File: src/sv/text_line_number_and_escape_filter_macros.svh
// Assertion macros for the line-number and escape filter.
// Used by the queue and back-end modules; needs clk and rst_n in scope.
`ifndef TEXT_LINE_NUMBER_AND_ESCAPE_FILTER_MACROS_SVH
`define TEXT_LINE_NUMBER_AND_ESCAPE_FILTER_MACROS_SVH
`ifndef ASSERT_OFF
`define TLNEF_ASSERT(lbl, prop, msg) \
  lbl: assert property (@(posedge clk) disable iff (!rst_n) prop) else $error(msg);
`define TLNEF_ASSERT_ALWAYS(lbl, prop, msg) \
  lbl: assert property (@(posedge clk) prop) else $error(msg);
`else
`define TLNEF_ASSERT(lbl, prop, msg)
`define TLNEF_ASSERT_ALWAYS(lbl, prop, msg)
`endif
`endif

File: src/sv/tlnef_pkg.sv
// Shared types and constants of the line-number and escape filter.
// No dependencies.
`timescale 1ns / 1ps
`default_nettype none

package tlnef_pkg;

  localparam int NUMBER_DIGITS_DEF = 6;
  localparam int QUEUE_DEPTH       = 4;
  localparam int ADDR_W            = 5;

  localparam logic [7:0] CH_TAB       = 8'd9;
  localparam logic [7:0] CH_NL        = 8'd10;
  localparam logic [7:0] CH_SPACE     = 8'd32;
  localparam logic [7:0] CH_DOLLAR    = 8'd36;
  localparam logic [7:0] CH_ZERO      = 8'd48;
  localparam logic [7:0] CH_I         = 8'd73;
  localparam logic [7:0] CH_CARET     = 8'd94;
  localparam logic [7:0] CH_DEL       = 8'd127;
  localparam logic [7:0] CTRL_MAX     = 8'd31;
  localparam logic [7:0] CARET_OFFSET = 8'd64;

  localparam logic [1:0] RUN_LIMIT = 2'd2;
  localparam logic [1:0] RUN_MAX   = 2'd3;

  typedef enum logic [2:0] {
    REG_NUMBER_NONBLANK  = 3'd0,
    REG_NUMBER_ALL       = 3'd1,
    REG_SQUEEZE_BLANK    = 3'd2,
    REG_SHOW_TABS        = 3'd3,
    REG_SHOW_NONPRINTING = 3'd4,
    REG_SHOW_ENDS        = 3'd5
  } reg_idx_t;

  typedef struct packed {
    logic number_nonblank;
    logic number_all;
    logic squeeze_blank;
    logic show_tabs;
    logic show_nonprinting;
    logic show_ends;
  } cfg_t;

  typedef struct packed {
    logic       number;
    logic       caret;
    logic       dollar;
    logic [7:0] ch;
  } cmd_t;

endpackage

`default_nettype wire

File: src/sv/tlnef_if.sv
// Valid/ready channel interfaces for input bytes and output bytes.
// No dependencies.
`timescale 1ns / 1ps
`default_nettype none

interface tlnef_in_if;
  logic       valid;
  logic       ready;
  logic [7:0] in_byte;
  logic       file_start;

  modport source (output valid, output in_byte, output file_start, input ready);
  modport sink   (input valid, input in_byte, input file_start, output ready);
endinterface

interface tlnef_out_if;
  logic       valid;
  logic       ready;
  logic [7:0] out_byte;
  logic       last;

  modport source (output valid, output out_byte, output last, input ready);
  modport sink   (input valid, input out_byte, input last, output ready);
endinterface

`default_nettype wire

File: src/sv/tlnef_cfg.sv
// APB-style register block holding the six filter option bits.
// Depends on tlnef_pkg.
`timescale 1ns / 1ps
`default_nettype none

module tlnef_cfg import tlnef_pkg::*; (
  input  wire logic              clk,
  input  wire logic              rst_n,
  input  wire logic              psel,
  input  wire logic              penable,
  input  wire logic              pwrite,
  input  wire logic [ADDR_W-1:0] paddr,
  input  wire logic [31:0]       pwdata,
  output logic      [31:0]       prdata,
  output logic                   pready,
  output cfg_t                   cfg
);

  cfg_t     cfg_r;
  cfg_t     cfg_nxt;
  reg_idx_t idx;
  logic     wr;
  logic     rd_bit;

  assign idx    = reg_idx_t'(paddr[ADDR_W-1:2]);
  assign wr     = psel && penable && pwrite;
  assign pready = 1'b1;
  assign cfg    = cfg_r;

  always_comb begin
    cfg_nxt = cfg_r;
    if (wr) begin
      case (idx)
        REG_NUMBER_NONBLANK:  cfg_nxt.number_nonblank  = pwdata[0];
        REG_NUMBER_ALL:       cfg_nxt.number_all       = pwdata[0];
        REG_SQUEEZE_BLANK:    cfg_nxt.squeeze_blank    = pwdata[0];
        REG_SHOW_TABS:        cfg_nxt.show_tabs        = pwdata[0];
        REG_SHOW_NONPRINTING: cfg_nxt.show_nonprinting = pwdata[0];
        REG_SHOW_ENDS:        cfg_nxt.show_ends        = pwdata[0];
        default:              cfg_nxt = cfg_r;
      endcase
    end
  end

  always_comb begin
    case (idx)
      REG_NUMBER_NONBLANK:  rd_bit = cfg_r.number_nonblank;
      REG_NUMBER_ALL:       rd_bit = cfg_r.number_all;
      REG_SQUEEZE_BLANK:    rd_bit = cfg_r.squeeze_blank;
      REG_SHOW_TABS:        rd_bit = cfg_r.show_tabs;
      REG_SHOW_NONPRINTING: rd_bit = cfg_r.show_nonprinting;
      REG_SHOW_ENDS:        rd_bit = cfg_r.show_ends;
      default:              rd_bit = 1'b0;
    endcase
  end

  assign prdata = {31'd0, rd_bit};

  always_ff @(posedge clk) begin
    if (!rst_n) begin
      cfg_r <= '0;
    end else begin
      cfg_r <= cfg_nxt;
    end
  end

endmodule

`default_nettype wire

File: src/sv/tlnef_front.sv
// Front end: accepts input bytes, tracks line count and newline run,
// and turns each kept byte into a command for the queue. Depends on tlnef_pkg.
`timescale 1ns / 1ps
`default_nettype none

module tlnef_front import tlnef_pkg::*; #(
  parameter int ND = NUMBER_DIGITS_DEF
) (
  input  wire logic          clk,
  input  wire logic          rst_n,
  tlnef_in_if.sink           in_ch,
  input  wire cfg_t          cfg,
  input  wire logic          q_full,
  output logic               push,
  output cmd_t               cmd,
  output logic [4*ND-1:0]    cmd_bcd
);

  localparam int BCD_W = 4 * ND;

  logic [BCD_W-1:0] bcd_r, bcd_nxt;
  logic [1:0]       run_r, run_nxt;
  logic             als_r, als_nxt;

  logic [BCD_W-1:0] base_bcd;
  logic [1:0]       base_run;
  logic             base_als;
  logic [1:0]       run_n;
  logic [7:0]       c;
  logic             accept;
  logic             is_nl;
  logic             drop;
  logic             put_num;

  function automatic logic [BCD_W-1:0] bcd_inc(input logic [BCD_W-1:0] v);
    logic [BCD_W-1:0] r;
    logic             carry;
    logic             all9;
    r     = v;
    all9  = 1'b1;
    carry = 1'b1;
    for (int i = 0; i < ND; i++) begin
      if (v[4*i +: 4] != 4'd9) all9 = 1'b0;
    end
    for (int i = 0; i < ND; i++) begin
      if (carry) begin
        if (v[4*i +: 4] == 4'd9) begin
          r[4*i +: 4] = 4'd0;
        end else begin
          r[4*i +: 4] = v[4*i +: 4] + 4'd1;
          carry       = 1'b0;
        end
      end
    end
    return all9 ? v : r;
  endfunction

  assign c           = in_ch.in_byte;
  assign in_ch.ready = !q_full;
  assign accept      = in_ch.valid && !q_full;
  assign is_nl       = (c == CH_NL);

  assign base_bcd = in_ch.file_start ? BCD_W'(1) : bcd_r;
  assign base_run = in_ch.file_start ? 2'd0 : run_r;
  assign base_als = in_ch.file_start ? 1'b1 : als_r;

  always_comb begin
    run_n = base_run;
    if (cfg.squeeze_blank) begin
      if (is_nl) begin
        run_n = (base_run == RUN_MAX) ? RUN_MAX : base_run + 2'd1;
      end else begin
        run_n = 2'd0;
      end
    end
  end

  assign drop = cfg.squeeze_blank && (run_n > RUN_LIMIT);

  always_comb begin
    if (cfg.number_nonblank) begin
      put_num = base_als && !is_nl;
    end else if (cfg.number_all) begin
      put_num = base_als;
    end else begin
      put_num = 1'b0;
    end
  end

  always_comb begin
    cmd.number = put_num;
    cmd.caret  = 1'b0;
    cmd.dollar = cfg.show_ends && is_nl;
    cmd.ch     = c;
    if (cfg.show_tabs && c == CH_TAB) begin
      cmd.caret = 1'b1;
      cmd.ch    = CH_I;
    end else if (cfg.show_nonprinting && !is_nl && c != CH_TAB) begin
      if (c <= CTRL_MAX) begin
        cmd.caret = 1'b1;
        cmd.ch    = c + CARET_OFFSET;
      end else if (c == CH_DEL) begin
        cmd.caret = 1'b1;
        cmd.ch    = c - CARET_OFFSET;
      end
    end
  end

  assign cmd_bcd = base_bcd;
  assign push    = accept && !drop;

  always_comb begin
    bcd_nxt = bcd_r;
    run_nxt = run_r;
    als_nxt = als_r;
    if (accept) begin
      run_nxt = run_n;
      bcd_nxt = base_bcd;
      als_nxt = base_als;
      if (!drop) begin
        if (put_num) begin
          bcd_nxt = bcd_inc(base_bcd);
          als_nxt = 1'b0;
        end
        if (is_nl) als_nxt = 1'b1;
      end
    end
  end

  always_ff @(posedge clk) begin
    if (!rst_n) begin
      bcd_r <= BCD_W'(1);
      run_r <= 2'd0;
      als_r <= 1'b1;
    end else begin
      bcd_r <= bcd_nxt;
      run_r <= run_nxt;
      als_r <= als_nxt;
    end
  end

endmodule

`default_nettype wire

File: src/sv/tlnef_queue.sv
// Small register queue between front end and back end.
// Depends on tlnef_pkg and the assertion macro header.
`timescale 1ns / 1ps
`default_nettype none
`include "text_line_number_and_escape_filter_macros.svh"

module tlnef_queue import tlnef_pkg::*; #(
  parameter int W     = 8,
  parameter int DEPTH = QUEUE_DEPTH
) (
  input  wire logic         clk,
  input  wire logic         rst_n,
  input  wire logic         push,
  input  wire logic [W-1:0] push_data,
  input  wire logic         pop,
  output logic              full,
  output logic              empty,
  output logic [W-1:0]      head
);

  localparam int PW = (DEPTH > 1) ? $clog2(DEPTH) : 1;
  localparam int CW = $clog2(DEPTH + 1);

  logic [W-1:0]  mem_r [DEPTH];
  logic [PW-1:0] wr_ptr_r, wr_ptr_nxt;
  logic [PW-1:0] rd_ptr_r, rd_ptr_nxt;
  logic [CW-1:0] count_r, count_nxt;

  assign full  = (count_r == CW'(DEPTH));
  assign empty = (count_r == CW'(0));
  assign head  = mem_r[rd_ptr_r];

  always_comb begin
    wr_ptr_nxt = wr_ptr_r;
    rd_ptr_nxt = rd_ptr_r;
    count_nxt  = count_r;
    if (push) begin
      wr_ptr_nxt = (wr_ptr_r == PW'(DEPTH - 1)) ? '0 : wr_ptr_r + PW'(1);
    end
    if (pop) begin
      rd_ptr_nxt = (rd_ptr_r == PW'(DEPTH - 1)) ? '0 : rd_ptr_r + PW'(1);
    end
    if (push && !pop) begin
      count_nxt = count_r + CW'(1);
    end else if (pop && !push) begin
      count_nxt = count_r - CW'(1);
    end
  end

  always_ff @(posedge clk) begin
    if (push) begin
      mem_r[wr_ptr_r] <= push_data;
    end
  end

  always_ff @(posedge clk) begin
    if (!rst_n) begin
      wr_ptr_r <= '0;
      rd_ptr_r <= '0;
      count_r  <= '0;
    end else begin
      wr_ptr_r <= wr_ptr_nxt;
      rd_ptr_r <= rd_ptr_nxt;
      count_r  <= count_nxt;
    end
  end

  `TLNEF_ASSERT_ALWAYS(a_count_bound, !rst_n || (count_r <= CW'(DEPTH)), "queue count above depth")
  `TLNEF_ASSERT(a_no_overrun, full |-> !push, "push into full queue")
  `TLNEF_ASSERT(a_count_track, (push && !pop) |=> (count_r == $past(count_r) + CW'(1)), "queue count lost a push")

endmodule

`default_nettype wire

File: src/sv/tlnef_back.sv
// Back end: expands the queue head command into output bytes, one per cycle
// while the output is not stalled, into a registered output stage. Depends on tlnef_pkg and the macro header.
`timescale 1ns / 1ps
`default_nettype none
`include "text_line_number_and_escape_filter_macros.svh"

module tlnef_back import tlnef_pkg::*; #(
  parameter int ND = NUMBER_DIGITS_DEF
) (
  input  wire logic             clk,
  input  wire logic             rst_n,
  input  wire cmd_t             cmd,
  input  wire logic [4*ND-1:0]  cmd_bcd,
  input  wire logic             q_empty,
  output logic                  pop,
  tlnef_out_if.source           out_ch
);

  localparam int PW = (ND > 1) ? $clog2(ND) : 1;

  typedef enum logic [5:0] {
    ST_START  = 6'b000001,
    ST_DIGIT  = 6'b000010,
    ST_TAB    = 6'b000100,
    ST_CARET  = 6'b001000,
    ST_DOLLAR = 6'b010000,
    ST_CHAR   = 6'b100000
  } step_t;

  step_t         state_r, state_nxt;
  step_t         cur;
  step_t         after_caret;
  step_t         after_tab;
  logic [PW-1:0] pos_r, pos_nxt;
  logic          leading_r, leading_nxt;
  logic [PW-1:0] eff_pos;
  logic          eff_lead;
  logic [3:0]    digit;
  logic          lead_now;
  logic [7:0]    byte_val;
  logic          advance;
  logic          work;
  logic          out_valid_r, out_valid_nxt;
  logic [7:0]    out_byte_r, out_byte_nxt;
  logic          out_last_r, out_last_nxt;

  assign after_caret = cmd.dollar ? ST_DOLLAR : ST_CHAR;
  assign after_tab   = cmd.caret ? ST_CARET : after_caret;

  always_comb begin
    if (state_r == ST_START) begin
      if (cmd.number) begin
        cur = ST_DIGIT;
      end else begin
        cur = after_tab;
      end
    end else begin
      cur = state_r;
    end
  end

  assign eff_pos  = (state_r == ST_START) ? PW'(ND - 1) : pos_r;
  assign eff_lead = (state_r == ST_START) ? 1'b1 : leading_r;
  assign digit    = cmd_bcd[4*eff_pos +: 4];
  assign lead_now = eff_lead && (digit == 4'd0) && (eff_pos != PW'(0));

  always_comb begin
    case (cur)
      ST_DIGIT:  byte_val = lead_now ? CH_SPACE : CH_ZERO + {4'd0, digit};
      ST_TAB:    byte_val = CH_TAB;
      ST_CARET:  byte_val = CH_CARET;
      ST_DOLLAR: byte_val = CH_DOLLAR;
      ST_CHAR:   byte_val = cmd.ch;
      default:   byte_val = cmd.ch;
    endcase
  end

  assign advance = !out_valid_r || out_ch.ready;
  assign work    = advance && !q_empty;
  assign pop     = work && (cur == ST_CHAR);

  always_comb begin
    state_nxt     = state_r;
    pos_nxt       = pos_r;
    leading_nxt   = leading_r;
    out_valid_nxt = out_valid_r;
    out_byte_nxt  = out_byte_r;
    out_last_nxt  = out_last_r;
    if (advance) begin
      out_valid_nxt = !q_empty;
    end
    if (work) begin
      out_byte_nxt = byte_val;
      out_last_nxt = (cur == ST_CHAR);
      case (cur)
        ST_DIGIT: begin
          leading_nxt = lead_now;
          pos_nxt     = eff_pos - PW'(1);
          state_nxt   = (eff_pos == PW'(0)) ? ST_TAB : ST_DIGIT;
        end
        ST_TAB:    state_nxt = after_tab;
        ST_CARET:  state_nxt = after_caret;
        ST_DOLLAR: state_nxt = ST_CHAR;
        ST_CHAR:   state_nxt = ST_START;
        default:   state_nxt = ST_START;
      endcase
    end
  end

  always_ff @(posedge clk) begin
    if (!rst_n) begin
      state_r     <= ST_START;
      pos_r       <= '0;
      leading_r   <= 1'b1;
      out_valid_r <= 1'b0;
    end else begin
      state_r     <= state_nxt;
      pos_r       <= pos_nxt;
      leading_r   <= leading_nxt;
      out_valid_r <= out_valid_nxt;
    end
  end

  always_ff @(posedge clk) begin
    out_byte_r <= out_byte_nxt;
    out_last_r <= out_last_nxt;
  end

  assign out_ch.valid    = out_valid_r;
  assign out_ch.out_byte = out_byte_r;
  assign out_ch.last     = out_last_r;

  `TLNEF_ASSERT(a_mid_item_head, (state_r != ST_START) |-> !q_empty, "head lost during expansion")
  `TLNEF_ASSERT(a_pop_marks_last, pop |=> (out_valid_r && out_last_r), "pop without final byte")
  `TLNEF_ASSERT(a_hold_out, (out_valid_r && !out_ch.ready) |=> $stable(out_byte_r), "stalled byte moved")

endmodule

`default_nettype wire

File: src/sv/text_line_number_and_escape_filter.sv
// Top level of the line-number and escape filter: registers, front end, command
// queue and back end. Depends on tlnef_pkg, tlnef_if and the tlnef_* modules.
//
// The filter takes one text byte per transfer and emits the bytes of a
// cat-style formatter: optional squeezing of newline runs, a right-aligned
// NUMBER_DIGITS wide line number plus tab, caret notation for tab, control
// bytes and 127, and a dollar before each newline; last marks the final
// output byte of each input byte. The front end accepts one byte per cycle
// while the four-entry command queue has room; a byte squeezed away gives no
// output. The back end emits one output byte per cycle while the output is
// ready; an input byte yields 1 to NUMBER_DIGITS + 3 output bytes (1 without
// numbering or escapes), which sets sustained throughput. The user must set
// options through the APB port only while idle; the block does not enforce it.
`timescale 1ns / 1ps
`default_nettype none

module text_line_number_and_escape_filter import tlnef_pkg::*; #(
  parameter int NUMBER_DIGITS = NUMBER_DIGITS_DEF
) (
  input  wire logic              clk,
  input  wire logic              rst_n,
  tlnef_in_if.sink               in_ch,
  tlnef_out_if.source            out_ch,
  input  wire logic              psel,
  input  wire logic              penable,
  input  wire logic              pwrite,
  input  wire logic [ADDR_W-1:0] paddr,
  input  wire logic [31:0]       pwdata,
  output logic      [31:0]       prdata,
  output logic                   pready
);

  localparam int BCD_W = 4 * NUMBER_DIGITS;
  localparam int QW    = $bits(cmd_t) + BCD_W;

  cfg_t             cfg;
  logic             push;
  logic             pop;
  logic             q_full;
  logic             q_empty;
  cmd_t             f_cmd;
  logic [BCD_W-1:0] f_bcd;
  logic [QW-1:0]    q_head;
  cmd_t             b_cmd;
  logic [BCD_W-1:0] b_bcd;

  tlnef_cfg u_cfg (
    .clk     (clk),
    .rst_n   (rst_n),
    .psel    (psel),
    .penable (penable),
    .pwrite  (pwrite),
    .paddr   (paddr),
    .pwdata  (pwdata),
    .prdata  (prdata),
    .pready  (pready),
    .cfg     (cfg)
  );

  tlnef_front #(.ND(NUMBER_DIGITS)) u_front (
    .clk     (clk),
    .rst_n   (rst_n),
    .in_ch   (in_ch),
    .cfg     (cfg),
    .q_full  (q_full),
    .push    (push),
    .cmd     (f_cmd),
    .cmd_bcd (f_bcd)
  );

  tlnef_queue #(.W(QW), .DEPTH(QUEUE_DEPTH)) u_queue (
    .clk       (clk),
    .rst_n     (rst_n),
    .push      (push),
    .push_data ({f_cmd, f_bcd}),
    .pop       (pop),
    .full      (q_full),
    .empty     (q_empty),
    .head      (q_head)
  );

  assign b_cmd = cmd_t'(q_head[QW-1:BCD_W]);
  assign b_bcd = q_head[BCD_W-1:0];

  tlnef_back #(.ND(NUMBER_DIGITS)) u_back (
    .clk     (clk),
    .rst_n   (rst_n),
    .cmd     (b_cmd),
    .cmd_bcd (b_bcd),
    .q_empty (q_empty),
    .pop     (pop),
    .out_ch  (out_ch)
  );

endmodule

`default_nettype wire
File: src/flat_wrapper.sv
// flat-port wrapper written by rule: the top's interface ports become plain ports
module text_line_number_and_escape_filter_flat import tlnef_pkg::*;
#(
  parameter int NUMBER_DIGITS = NUMBER_DIGITS_DEF
)
  (clk, rst_n, psel, penable, pwrite, paddr, pwdata, prdata, pready, in_ch_valid, in_ch_in_byte, in_ch_file_start, in_ch_ready, out_ch_valid, out_ch_out_byte, out_ch_last, out_ch_ready);
  tlnef_in_if in_ch_i ();
  tlnef_out_if out_ch_i ();
  input  wire logic clk;
  input  wire logic rst_n;
  input  wire logic psel;
  input  wire logic penable;
  input  wire logic pwrite;
  input  wire logic [ADDR_W-1:0] paddr;
  input  wire logic [31:0] pwdata;
  output logic      [31:0] prdata;
  output logic pready;
  input wire logic [$bits(in_ch_i.valid)-1:0] in_ch_valid;
  input wire logic [$bits(in_ch_i.in_byte)-1:0] in_ch_in_byte;
  input wire logic [$bits(in_ch_i.file_start)-1:0] in_ch_file_start;
  output wire logic [$bits(in_ch_i.ready)-1:0] in_ch_ready;
  output wire logic [$bits(out_ch_i.valid)-1:0] out_ch_valid;
  output wire logic [$bits(out_ch_i.out_byte)-1:0] out_ch_out_byte;
  output wire logic [$bits(out_ch_i.last)-1:0] out_ch_last;
  input wire logic [$bits(out_ch_i.ready)-1:0] out_ch_ready;
  assign in_ch_i.valid = in_ch_valid;
  assign in_ch_i.in_byte = in_ch_in_byte;
  assign in_ch_i.file_start = in_ch_file_start;
  assign in_ch_ready = in_ch_i.ready;
  assign out_ch_valid = out_ch_i.valid;
  assign out_ch_out_byte = out_ch_i.out_byte;
  assign out_ch_last = out_ch_i.last;
  assign out_ch_i.ready = out_ch_ready;
  text_line_number_and_escape_filter #(.NUMBER_DIGITS(NUMBER_DIGITS)) u_core (.clk(clk), .rst_n(rst_n), .in_ch(in_ch_i), .out_ch(out_ch_i), .psel(psel), .penable(penable), .pwrite(pwrite), .paddr(paddr), .pwdata(pwdata), .prdata(prdata), .pready(pready));
endmodule
File: config.mk
export PLATFORM = sky130hd
export DESIGN_NAME = text_line_number_and_escape_filter_flat
export DESIGN_NICKNAME = d
export VERILOG_FILES = /design/src/sv/tlnef_pkg.sv /design/src/sv/tlnef_if.sv /design/src/sv/tlnef_cfg.sv /design/src/sv/tlnef_front.sv /design/src/sv/tlnef_queue.sv /design/src/sv/tlnef_back.sv /design/src/sv/text_line_number_and_escape_filter.sv /design/src/flat_wrapper.sv
export VERILOG_INCLUDE_DIRS = /design/src /design/src/sv
export SDC_FILE = /design/constraint.sdc
export NUM_CORES = 1
export LEC_CHECK = 0
export ABC_AREA = 1
export BUFFER_PORTS_ARGS = -buffer_cell sky130_fd_sc_hd__buf_2
export CORE_ASPECT_RATIO = 0.6
export CORE_MARGIN = 2
export CORE_UTILIZATION = 55
export CTS_CLUSTER_DIAMETER = 80
export DETAILED_ROUTE_END_ITERATION = 7
export HOLD_SLACK_MARGIN = 0.02
export PLACE_DENSITY = 0.84
export SYNTH_ARGS = -nofsm -noshare
export SYNTH_HDL_FRONTEND = slang
export SYNTH_SLANG_ARGS = --single-unit
File: constraint.sdc
create_clock -name clk -period 5.1 [get_ports clk]
set_input_delay 0.765 -clock clk [delete_from_list [all_inputs] [get_ports clk]]
set_output_delay 0.765 -clock clk [all_outputs]
set_load 0.005 [all_outputs]
==> key figures, run 1 <==
STA
  • Maximum clock frequency: 0.307 GHz
  • Post-Route Skew: 0.0163 ns
  • Count of final max-slew check failures: 0
  • Worst-margin pin slew: 1.03 ns
  • Worst rel slew slack: 31.0%
  • Final setup fails: 0
  • Final worst path period share: 63.8%
  • Setup TNS: 0 ns
  • Fin crit period: 3.25 ns
  • Count of final hold-check violations: 0
  • RSZ-0062 raised after global routing: false

GRT
  • Total GRT Usage: 24.7%
  • Largest net degree at the start of global routing: 77
  • Global-route wire length before repair: 35800 µm
  • Vias in the first global route: 6769
  • Grt ovf: 0
  • Number of antenna violations at the first check in global routing: 0

Synth
  • Post-synthesis sequential area ratio: 57.0%
  • Yosys warns: 0
  • Number of flops mapped to enable cells by yosys: 149
  • Avg Inst Size Synth: 9.04 µm²
  • Post-Syn Area: 0.00970 mm²
  • Count of state elements after synthesis: 202
  • Synth Instances: 1074
  • Most used DFF post-synth: edfxtp_1
  • Count of distinct cell types in the synthesized netlist: 46
  • Synth async-reset ratio: 0%

Floorplan
  • Die H: 107 µm
  • Die Wd: 175 µm
  • Placeable Area: 0.0172 mm²
  • Starting Density: 56.3%
  • Area of the die: 0.0188 mm²
  • Row Count: 37
  • Ports: 97

Power and ir drop
  • Cell Pwr Density: 465 mW/mm²
  • P_leak: 0.00412 µW
  • Clk pwr share: 28.7%
  • Max VDD drop: 0.340 mV
  • Reg power frac: 42.9%
  • Switching share of power: 34.3%
  • NetSw: 1680 µW
  • Gate power share: 28.4%
  • Internal: 3230 µW

Clock network
  • H-tree Lvls: 1
  • CTS buffer count: 18
  • Worst-path clk slew: 0.07 ns
  • Post-CTS setup buffer count: 0
  • Clock Latency Late Sink: 0.50 ns
  • Post_cts resized: 0
  • Clk root buf: clkbuf_16
  • CTS sink count: 202
  • CTS tree: yes
  • CTS Hold Bufs: 0
  • CTS max path bufs: 3

Hold path
  • Hold Crit Class: register to register
  • Hold path startpoint: u_core.u_front.bcd_r[7]$_SDFFE_PN0P_
  • Hold worst-path end: u_core.u_front.bcd_r[7]$_SDFFE_PN0P_
  • Hold path cells: 2

Critical path
  • Critical Path RT: 5.22 ns
  • Arrival @ worst endpoint: 3.37 ns
  • CP startpoint kind: primary input
  • FF-to-FF path depth: 16
  • Most common cell on crit path: nand2_1
  • Top delay family on crit path: buffers and inverters
  • CP max stage delay: 0.54 ns
  • Slowest CP cell: clkinv_1
  • Crit end category: register
  • Critical path fanouts, max: 35
  • CP Class: primary input to register
  • Crit path buffers/inverters: 5
  • Flop-to-flop setup slack: 1.89 ns
  • Reg2reg end: u_core.u_queue.count_r[1]$_SDFFE_PN0P_
  • Cell Chain, Critical Path: buf_2 > inv_1 > ha_1 > nand2_1 > inv_1 > nand2_1 > nand2_1 > nand2_1 > nor2_1 > nor2_1 > clkinv_1 > nor2_4 > buf_4

Status
  • Status: finished, final reports clean

Detailed routing
  • DR iter-0 viols: 1051
  • Via/cell ratio: 5.73
  • DRC: 0
  • Routed via count: 7659
  • Routed wire length per instance: 17.3 µm
  • Pre-antenna DRT Iters: 7
  • Post-DRT Antenna Nets: 0
  • Final WL: 23000 µm

Placed design
  • Port Buf Inserts: 31
  • Global placement routability congestion: 0.853
  • DP HPWL: 14300 µm

Layout
  • Share of cells above drive strength 1: 9.35%
  • Final layout net count: 1155
  • Final Util: 61.3%
  • Commonest non-fill, non-tap cell in the layout: nand2_1
  • Syn-to-layout area delta: 8.72%
  • Most frequent cells in the layout: nand2_1, edfxtp_1, nor2_1
  • Ant. Diodes: 0

Job
  • Max-cap violations: 0
## power by group through the flow
stage	Sequential, µW	Combinational, µW	Clock, µW
after floorplan	2120	970	0
after detailed placement	2130	1350	0
after global placement	2130	1310	0
after CTS	2100	1370	1410
after global routing	2120	1550	1480
final	2100	1400	1410
## logic make-up after synthesis
kind of cell | synth area share [%]
AOI/OAI and AO/OA | 10.6
xor gates and xnor gates | 0.181
adders and majority gates | 1.62
buffers and inverters | 8.54
DFF | 57.0
other | 0.0774
and+or+nand+nor | 21.9
## worst register-to-register path, stage by stage, from the launching register on
cell,delay (ns)
dfxtp_1,0.31
buf_4,0.26
inv_2,0.57
nand3_1,0.15
nand2_1,0.12
inv_1,0.06
nor2_1,0.12
nand2_1,0.07
nand2_1,0.12
inv_1,0.12
nor2_1,0.10
nand3_1,0.15
ha_1,0.24
inv_1,0.10
fa_1,0.41
o21ai_0,0.16
a21oi_1,0.05
## state kept, by name (all words and copies together), names as in the netlist, 2 cells and up, named ones only
register and cells:
u_core.u_queue.mem_r 140, u_core.u_queue.rd_ptr_r 2, u_core.u_front.run_r 2, u_core.u_back.state_r 6, u_core.u_back.pos_r 3, u_core.u_front.bcd_r 24, u_core.u_cfg.cfg 6, u_core.u_queue.count_r 3
u_core.u_back.out_ch.out_byte 8, u_core.u_queue.wr_ptr_r 2
## cell type report
type | instances | area, µm²
multi-input combinational | 719 | 3490
tap | 234 | 293
fill | 1389 | 6670
clock inverter | 7 | 88.8
clock buffer | 25 | 508
timing repair buffer | 40 | 223
sequential | 202 | 5540
inverter | 109 | 412
## worst max-delay path by stage
| stage | startpoint | end | cells after the start |
|---|---|---|---|
| 2_1_floorplan | in_ch_in_byte[7] | u_core.u_queue.mem_r[0][0]$_DFFE_PP_ | 11 |
| 3_3_place_gp | in_ch_in_byte[6] | u_core.u_queue.mem_r[0][31]$_DFFE_PP_ | 13 |
| 3_5_place_dp | in_ch_in_byte[6] | u_core.u_queue.mem_r[3][31]$_DFFE_PP_ | 13 |
| 4_1_cts | register | u_core.u_queue.count_r[2]$_SDFFE_PN0P_ | 18 |
| 5_1_grt | register | u_core.u_queue.count_r[1]$_SDFFE_PN0P_ | 16 |
| 6_report | in_ch_in_byte[6] | u_core.u_queue.mem_r[1][16]$_DFFE_PP_ | 13 |
## synthesized netlist by cell type, types with 2 or more instances
| cell | number | area, µm² |
|---|---|---|
| a21oi_1 | 59 | 295 |
| nand2_1 | 199 | 747 |
| buf_4 | 36 | 270 |
| nor2_1 | 142 | 533 |
| clkinv_1 | 2 | 7.51 |
| o22ai_1 | 10 | 62.6 |
| o211ai_1 | 11 | 82.6 |
| nand3_1 | 92 | 460 |
| nand3b_1 | 2 | 15.0 |
| conb_1 | 2 | 7.51 |
| buf_2 | 3 | 15.0 |
| o221ai_1 | 2 | 17.5 |
| edfxtp_1 | 149 | 4470 |
| inv_2 | 8 | 30.0 |
| clkbuf_1 | 34 | 128 |
| ha_1 | 11 | 138 |
| nand4_1 | 14 | 87.6 |
| nor2_4 | 6 | 67.6 |
| o21ai_0 | 97 | 485 |
| dfxtp_1 | 53 | 1060 |
| inv_1 | 98 | 368 |
| nand2_4 | 2 | 22.5 |
| nor4_1 | 2 | 12.5 |
| nor2_2 | 4 | 25.0 |
| nand2_2 | 6 | 37.5 |
| nor3_1 | 7 | 35.0 |
| a31oi_1 | 4 | 25.0 |
## metrics by stage
step	total power, µW	setup slack [ns]	std cells	hold WS [ns]	area [µm²]
CTS	4880	1.87	1336	0.466	10600
floorplan	3090	1.40	1104	0.437	9820
finish	4910	1.85	1336	0.468	10600
global placement	3440	1.52	1304	0.448	9950
global route	5150	1.48	1336	0.482	10600
detailed placement	3490	1.46	1304	0.455	9950
## per-layer routing
metal  vias up  global-route usage, %  part of all wire, %
li1       3605                      -                    -
met1      3581                   38.4                   43
met2       430                   36.6                   43
met3        43                   3.62                   12
met4         0                   5.73                  1.7
met5         -                      0                    0
Note: power is estimated with default switching activity, not from simulation.
==> run 2: changes to the inputs <==
Clock period 5.1 ns to 3.4 ns, I/O delays scaled along.
==> run 2 against run 1 <==
Utilization is 0.97 points higher. Sequential power is 50% higher. Sequential share of layout area is 0.81 points lower. Cell area is 1.6% higher. Clock skew is 0.00096 ns lower. First-iteration DRC count is 19% lower. Critical endpoint is now u_core.u_queue.count_r[2]$_SDFFE_PN0P_.
==> key figures, run 2 (synthesis gave the netlist of run 1 again) <==
Status
  • Status: finished, final reports clean

Floorplan
  • Die Wd: 175 µm
  • Area of the die: 0.0188 mm²
  • Row Count: 37
  • Die H: 107 µm
  • Ports: 97
  • Placeable Area: 0.0172 mm²
  • Starting Density: 56.3%

Clock network
  • Post-CTS setup buffer count: 0
  • CTS Hold Bufs: 0
  • CTS buffer count: 19
  • CTS max path bufs: 3
  • Worst-path clk slew: 0.07 ns
  • CTS sink count: 202
  • Clock Latency Late Sink: 0.50 ns
  • Clk root buf: clkbuf_16
  • H-tree Lvls: 1
  • Post_cts resized: 0
  • CTS tree: yes

Layout
  • Most frequent cells in the layout: nand2_1, edfxtp_1, nor2_1
  • Ant. Diodes: 0
  • Commonest non-fill, non-tap cell in the layout: nand2_1
  • Max reg flops: 140
  • Share of cells above drive strength 1: 10.6%
  • Final instance area: 0.0107 mm²
  • Syn-to-layout area delta: 10.4%
  • Final layout net count: 1164
  • Reg with most FFs: u_core.u_queue.mem_r

STA
  • Final worst path period share: 81.9%
  • Post-Route Skew: 0.0153 ns
  • Final WS setup: 0.617 ns
  • RSZ-0062 raised after global routing: false
  • Fin crit period: 2.78 ns
  • Worst-margin pin slew: 0.978 ns
  • Setup TNS: 0 ns
  • Maximum clock frequency: 0.359 GHz
  • Final setup fails: 0
  • Worst rel slew slack: 34.7%
  • Count of final max-slew check failures: 0
  • Count of final hold-check violations: 0

Critical path
  • Crit end category: register
  • CP max stage delay: 0.49 ns
  • Critical Path RT: 3.82 ns
  • CP Class: register to register
  • Critical path fanouts, max: 15
  • Most common cell on crit path: nand2_1
  • Top delay family on crit path: simple AND/OR/NAND/NOR gates
  • Slowest CP cell: dfxtp_2
  • Arrival @ worst endpoint: 3.21 ns
  • Cell Chain, Critical Path: buf_4 > nand2_1 > nand3_1 > nand2_1 > nand2_1 > inv_1 > nand2_1 > nand2_1 > inv_1 > nor2_1 > nand3_1 > ha_1 > inv_1 > fa_1 > nor2_1 > nor2_1 > nand2_1 > o21ai_0 > a21oi_1
  • CP startpoint kind: register
  • Crit path buffers/inverters: 4

Detailed routing
  • DRC: 0
  • Via/cell ratio: 5.64
  • Routed via count: 7593
  • Pre-antenna DRT Iters: 6
  • Final WL: 22700 µm
  • DR iter-0 viols: 849
  • Post-DRT Antenna Nets: 0
  • Routed wire length per instance: 16.9 µm

Hold path
  • Hold Crit Class: primary input to register

Power and ir drop
  • Cell Pwr Density: 701 mW/mm²
  • Gate power share: 28.3%
  • Internal: 4930 µW
  • Switching share of power: 34.4%
  • Reg power frac: 42.1%
  • P_leak: 0.00420 µW
  • Max VDD drop: 0.345 mV
  • Clk pwr share: 29.7%
  • NetSw: 2580 µW

Placed design
  • DP HPWL: 15100 µm
  • Dpl ws: 0.348 ns
  • Port Buf Inserts: 31
  • DP Area: 0.0101 mm²
  • Global placement routability congestion: 0.878

GRT
  • Total GRT Usage: 24.5%
  • Largest net degree at the start of global routing: 51
  • Grt ovf: 0
  • Number of antenna violations at the first check in global routing: 0
  • Global-route wire length before repair: 35800 µm
  • Vias in the first global route: 7118

Job
  • Max-cap violations: 0
## run 2: cell types whose count changed in the layout (fill, tap and decap cells not counted), sizes merged
cell,before,now
clkinv,6,10
clkinvlp,1,3
bufinv,2,3
buf,40,48
inv,107,108
clkbuf,25,19
## run 2: cell type report
| cell class | count | area [µm²] |
|---|---|---|
| Fill cell | 1384 | 6500 |
| Sequential cell | 202 | 5540 |
| Multi-Input combinational cell | 719 | 3490 |
| Clock buffer | 19 | 475 |
| Inverter | 109 | 412 |
| Timing Repair Buffer | 48 | 333 |
| Tap cell | 234 | 293 |
| Clock inverter | 15 | 178 |
## run 2: through the flow
step           hold WS, ns  util, %  instances  power (µW)
2_1_floorplan        0.437        -       1104        4640
3_5_place_dp         0.456     58.4       1312        5270
3_3_place_gp         0.449     58.4       1312        5190
4_1_cts              0.264     62.2       1346        7500
5_1_grt              0.269     62.2       1346        7890
6_report             0.273     62.2       1346        7520
## run 2: path summary, 6_finish.rpt
check	depth (start not counted)	slack, ns	endpoint	start
max	19	0.62	u_core.u_queue.count_r[2]$_SDFFE_PN0P_	register
max reg2reg	19	0.62	u_core.u_queue.count_r[2]$_SDFFE_PN0P_	register
min	1	0.27	u_core.u_queue.mem_r[0][28]$_DFFE_PP_	in_ch_in_byte[4]
min reg2reg	2	0.47	u_core.u_front.bcd_r[2]$_SDFFE_PN0P_	u_core.u_front.bcd_r[2]$_SDFFE_PN0P_
## run 2: power by group through the flow
stage          Combinational (µW)  Sequential, µW  Clock, µW
6_report                     2120            3160       2230
5_1_grt                      2360            3180       2340
2_1_floorplan                1450            3180          0
4_1_cts                      2090            3160       2250
3_3_place_gp                 2000            3200          0
3_5_place_dp                 2060            3210          0
## run 2: metal layers
metal	global-route usage (%)	routed length, µm
met3	5.92	2480
met1	35.3	10000
met2	37.2	9760
met5	0	0
met4	7.02	457
==> run 3: changes to the inputs <==
Clock period 3.4 ns to 2.9 ns, I/O delays scaled along.
==> run 3 against run 2 <==
Cell area rose by 0.83%. Clock skew fell by 0.0066 ns. Routed wire length rose by 2.5%. Sequential power rose by 17%. Largest cell class unchanged. Final cell count rose by 0.97%. Critical endpoint is now u_core.u_queue.count_r[1]$_SDFFE_PN0P_. Setup slack got worse by 0.34 ns. Register-to-register slack got worse by 0.34 ns. Die area did not move. Clock-buffer cell count rose by 4. Global-route usage rose by 0.80 points. Highest routed layer is now met5.
==> key figures, run 3 (synthesis gave the netlist of run 1 again) <==
Clock network
  • H-tree Lvls: 1
  • CTS sink count: 202
  • Worst-path clk slew: 0.07 ns
  • CTS Hold Bufs: 0
  • CTS max path bufs: 3
  • CTS tree: yes
  • Clock Latency Late Sink: 0.48 ns
  • CTS buffer count: 19
  • Clk root buf: clkbuf_16

Detailed routing
  • Post-DRT Antenna Nets: 0
  • Routed via count: 7694
  • Routed wire length per instance: 17.1 µm
  • Pre-antenna DRT Iters: 5
  • DRC: 0
  • DR iter-0 viols: 1010
  • Final WL: 23300 µm
  • Via/cell ratio: 5.66

Layout
  • Syn-to-layout area delta: 11.3%
  • Sequential standard cell area: 0.00554 mm²
  • Non-filler instance count after layout: 1359
  • Max reg flops: 140
  • Final layout net count: 1178
  • Commonest non-fill, non-tap cell in the layout: nand2_1
  • Multi-input combinational cell area: 0.00349 mm²
  • Reg with most FFs: u_core.u_queue.mem_r
  • Most frequent cells in the layout: nand2_1, edfxtp_1, nor2_1
  • Share of cells above drive strength 1: 11.4%
  • Ant. Diodes: 0
  • FILL cells: 1369

GRT
  • Number of antenna violations at the first check in global routing: 1
  • Global-route wire length before repair: 36900 µm
  • Largest net degree at the start of global routing: 61
  • Grt ovf: 0
  • Total GRT Usage: 25.3%
  • Vias in the first global route: 7202

STA
  • Count of final hold-check violations: 0
  • Worst-margin pin slew: 0.984 ns
  • RSZ-0062 raised after global routing: false
  • Count of final max-slew check failures: 0
  • Worst rel slew slack: 34.3%
  • Final worst path period share: 90.5%
  • Post-Route Skew: 0.00874 ns
  • Fin crit period: 2.62 ns
  • Maximum clock frequency: 0.381 GHz
  • Final WS setup: 0.276 ns
  • Final setup fails: 0

Power and ir drop
  • Cell Pwr Density: 819 mW/mm²
  • Max VDD drop: 0.470 mV
  • P_leak: 0.00426 µW

Hold path
  • Hold path cells: 1
  • Hold Crit Class: primary input to register

Placed design
  • Port Buf Inserts: 31
  • Placed cells: 1326
  • DP HPWL: 14900 µm
  • Global placement routability congestion: 0.916
  • Dpl ws: 0.180 ns

Critical path
  • FF-to-FF path depth: 16
  • Arrival @ worst endpoint: 2.99 ns
  • CP startpoint kind: register
  • Critical path fanouts, max: 18
  • CP Class: register to register
  • Crit end category: register
  • Critical Path RT: 3.27 ns

Floorplan
  • Starting Density: 56.3%
  • Ports: 97
  • Die H: 107 µm
  • Area of the die: 0.0188 mm²
  • Row Count: 37
  • Placeable Area: 0.0172 mm²
  • Die Wd: 175 µm

Status
  • Status: finished, final reports clean

Job
  • Max-cap violations: 0
## run 3: cell count changes in the layout (fill, tap and decap cells not counted), moves of 2 or more
cell and change:
clkinv_4 -2, clkinvlp_4 -2, buf_4 +14, clkbuf_1 +2, clkbuf_8 +2
## run 3: timing repair
action	4_1_cts	5_1_grt
setup buffers	0	0
resized for setup	0	1
endpoints found under the setup margin	0	2
## run 3: worst paths after layout
kind	startpoint	endpoint	slack [ns]
worst max-delay path	register	u_core.u_queue.count_r[1]$_SDFFE_PN0P_	0.28
worst min-delay path	in_ch_in_byte[4]	u_core.u_queue.mem_r[2][28]$_DFFE_PP_	0.22
worst max register to register	register	u_core.u_queue.count_r[1]$_SDFFE_PN0P_	0.28
worst min register to register	u_core.u_front.bcd_r[11]$_SDFFE_PN0P_	u_core.u_front.bcd_r[11]$_SDFFE_PN0P_	0.47
## run 3: layout make-up
| type | count | area share, % |
|---|---|---|
| multi-input combinational | 719 | 32.3 |
| sequential | 202 | 51.3 |
| clock inverter | 10 | 1.15 |
| tap | 234 | 2.71 |
| inverter | 109 | 3.81 |
| clock buffer | 23 | 4.72 |
| timing repair buffer | 62 | 4.05 |
## run 3: metal layers
metal	GRT usage, %	up-vias	wire length [µm]	part of all wire [%]
met5	0	-	9	0.039
met4	6.85	2	422	1.8
met3	5.00	42	2670	11
met2	38.9	403	10200	44
met1	36.9	3602	9980	43
li1	-	3645	-	-
## run 3: per-stage QoR
stage	cell area (µm²)	TNS (ns)	power, µW	hold WS [ns]	utilization (%)
global route	10800	0	9290	0.217	62.7
floorplan	9820	-66.12	5440	0.437	-
finish	10800	0	8850	0.216	62.7
detailed placement	10200	0	6250	0.457	59.0
global placement	10200	0	6170	0.449	59.0
CTS	10800	0	8840	0.204	62.7
## run 3: worst max-delay path, cell delays in order, from the launching register on
cell and delay, ns:
dfxtp_4 0.46, inv_2 0.14, nand2_1 0.09, nand3_1 0.06
nand2_1 0.09, inv_1 0.06, nor2_1 0.12, nand2_1 0.08
nand2_1 0.12, inv_1 0.09, nor2_1 0.09, nand3_1 0.12
ha_1 0.22, inv_1 0.10, fa_1 0.42, o21ai_0 0.18
a21oi_1 0.06
## run 3: report_power, final
part | switching [µW] | internal [µW] | leakage, µW
clock | 1050 | 1520 | 0.000310
sequential | 158 | 3550 | 0.00181
combinational | 1770 | 793 | 0.00214
total | 2980 | 5870 | 0.00426
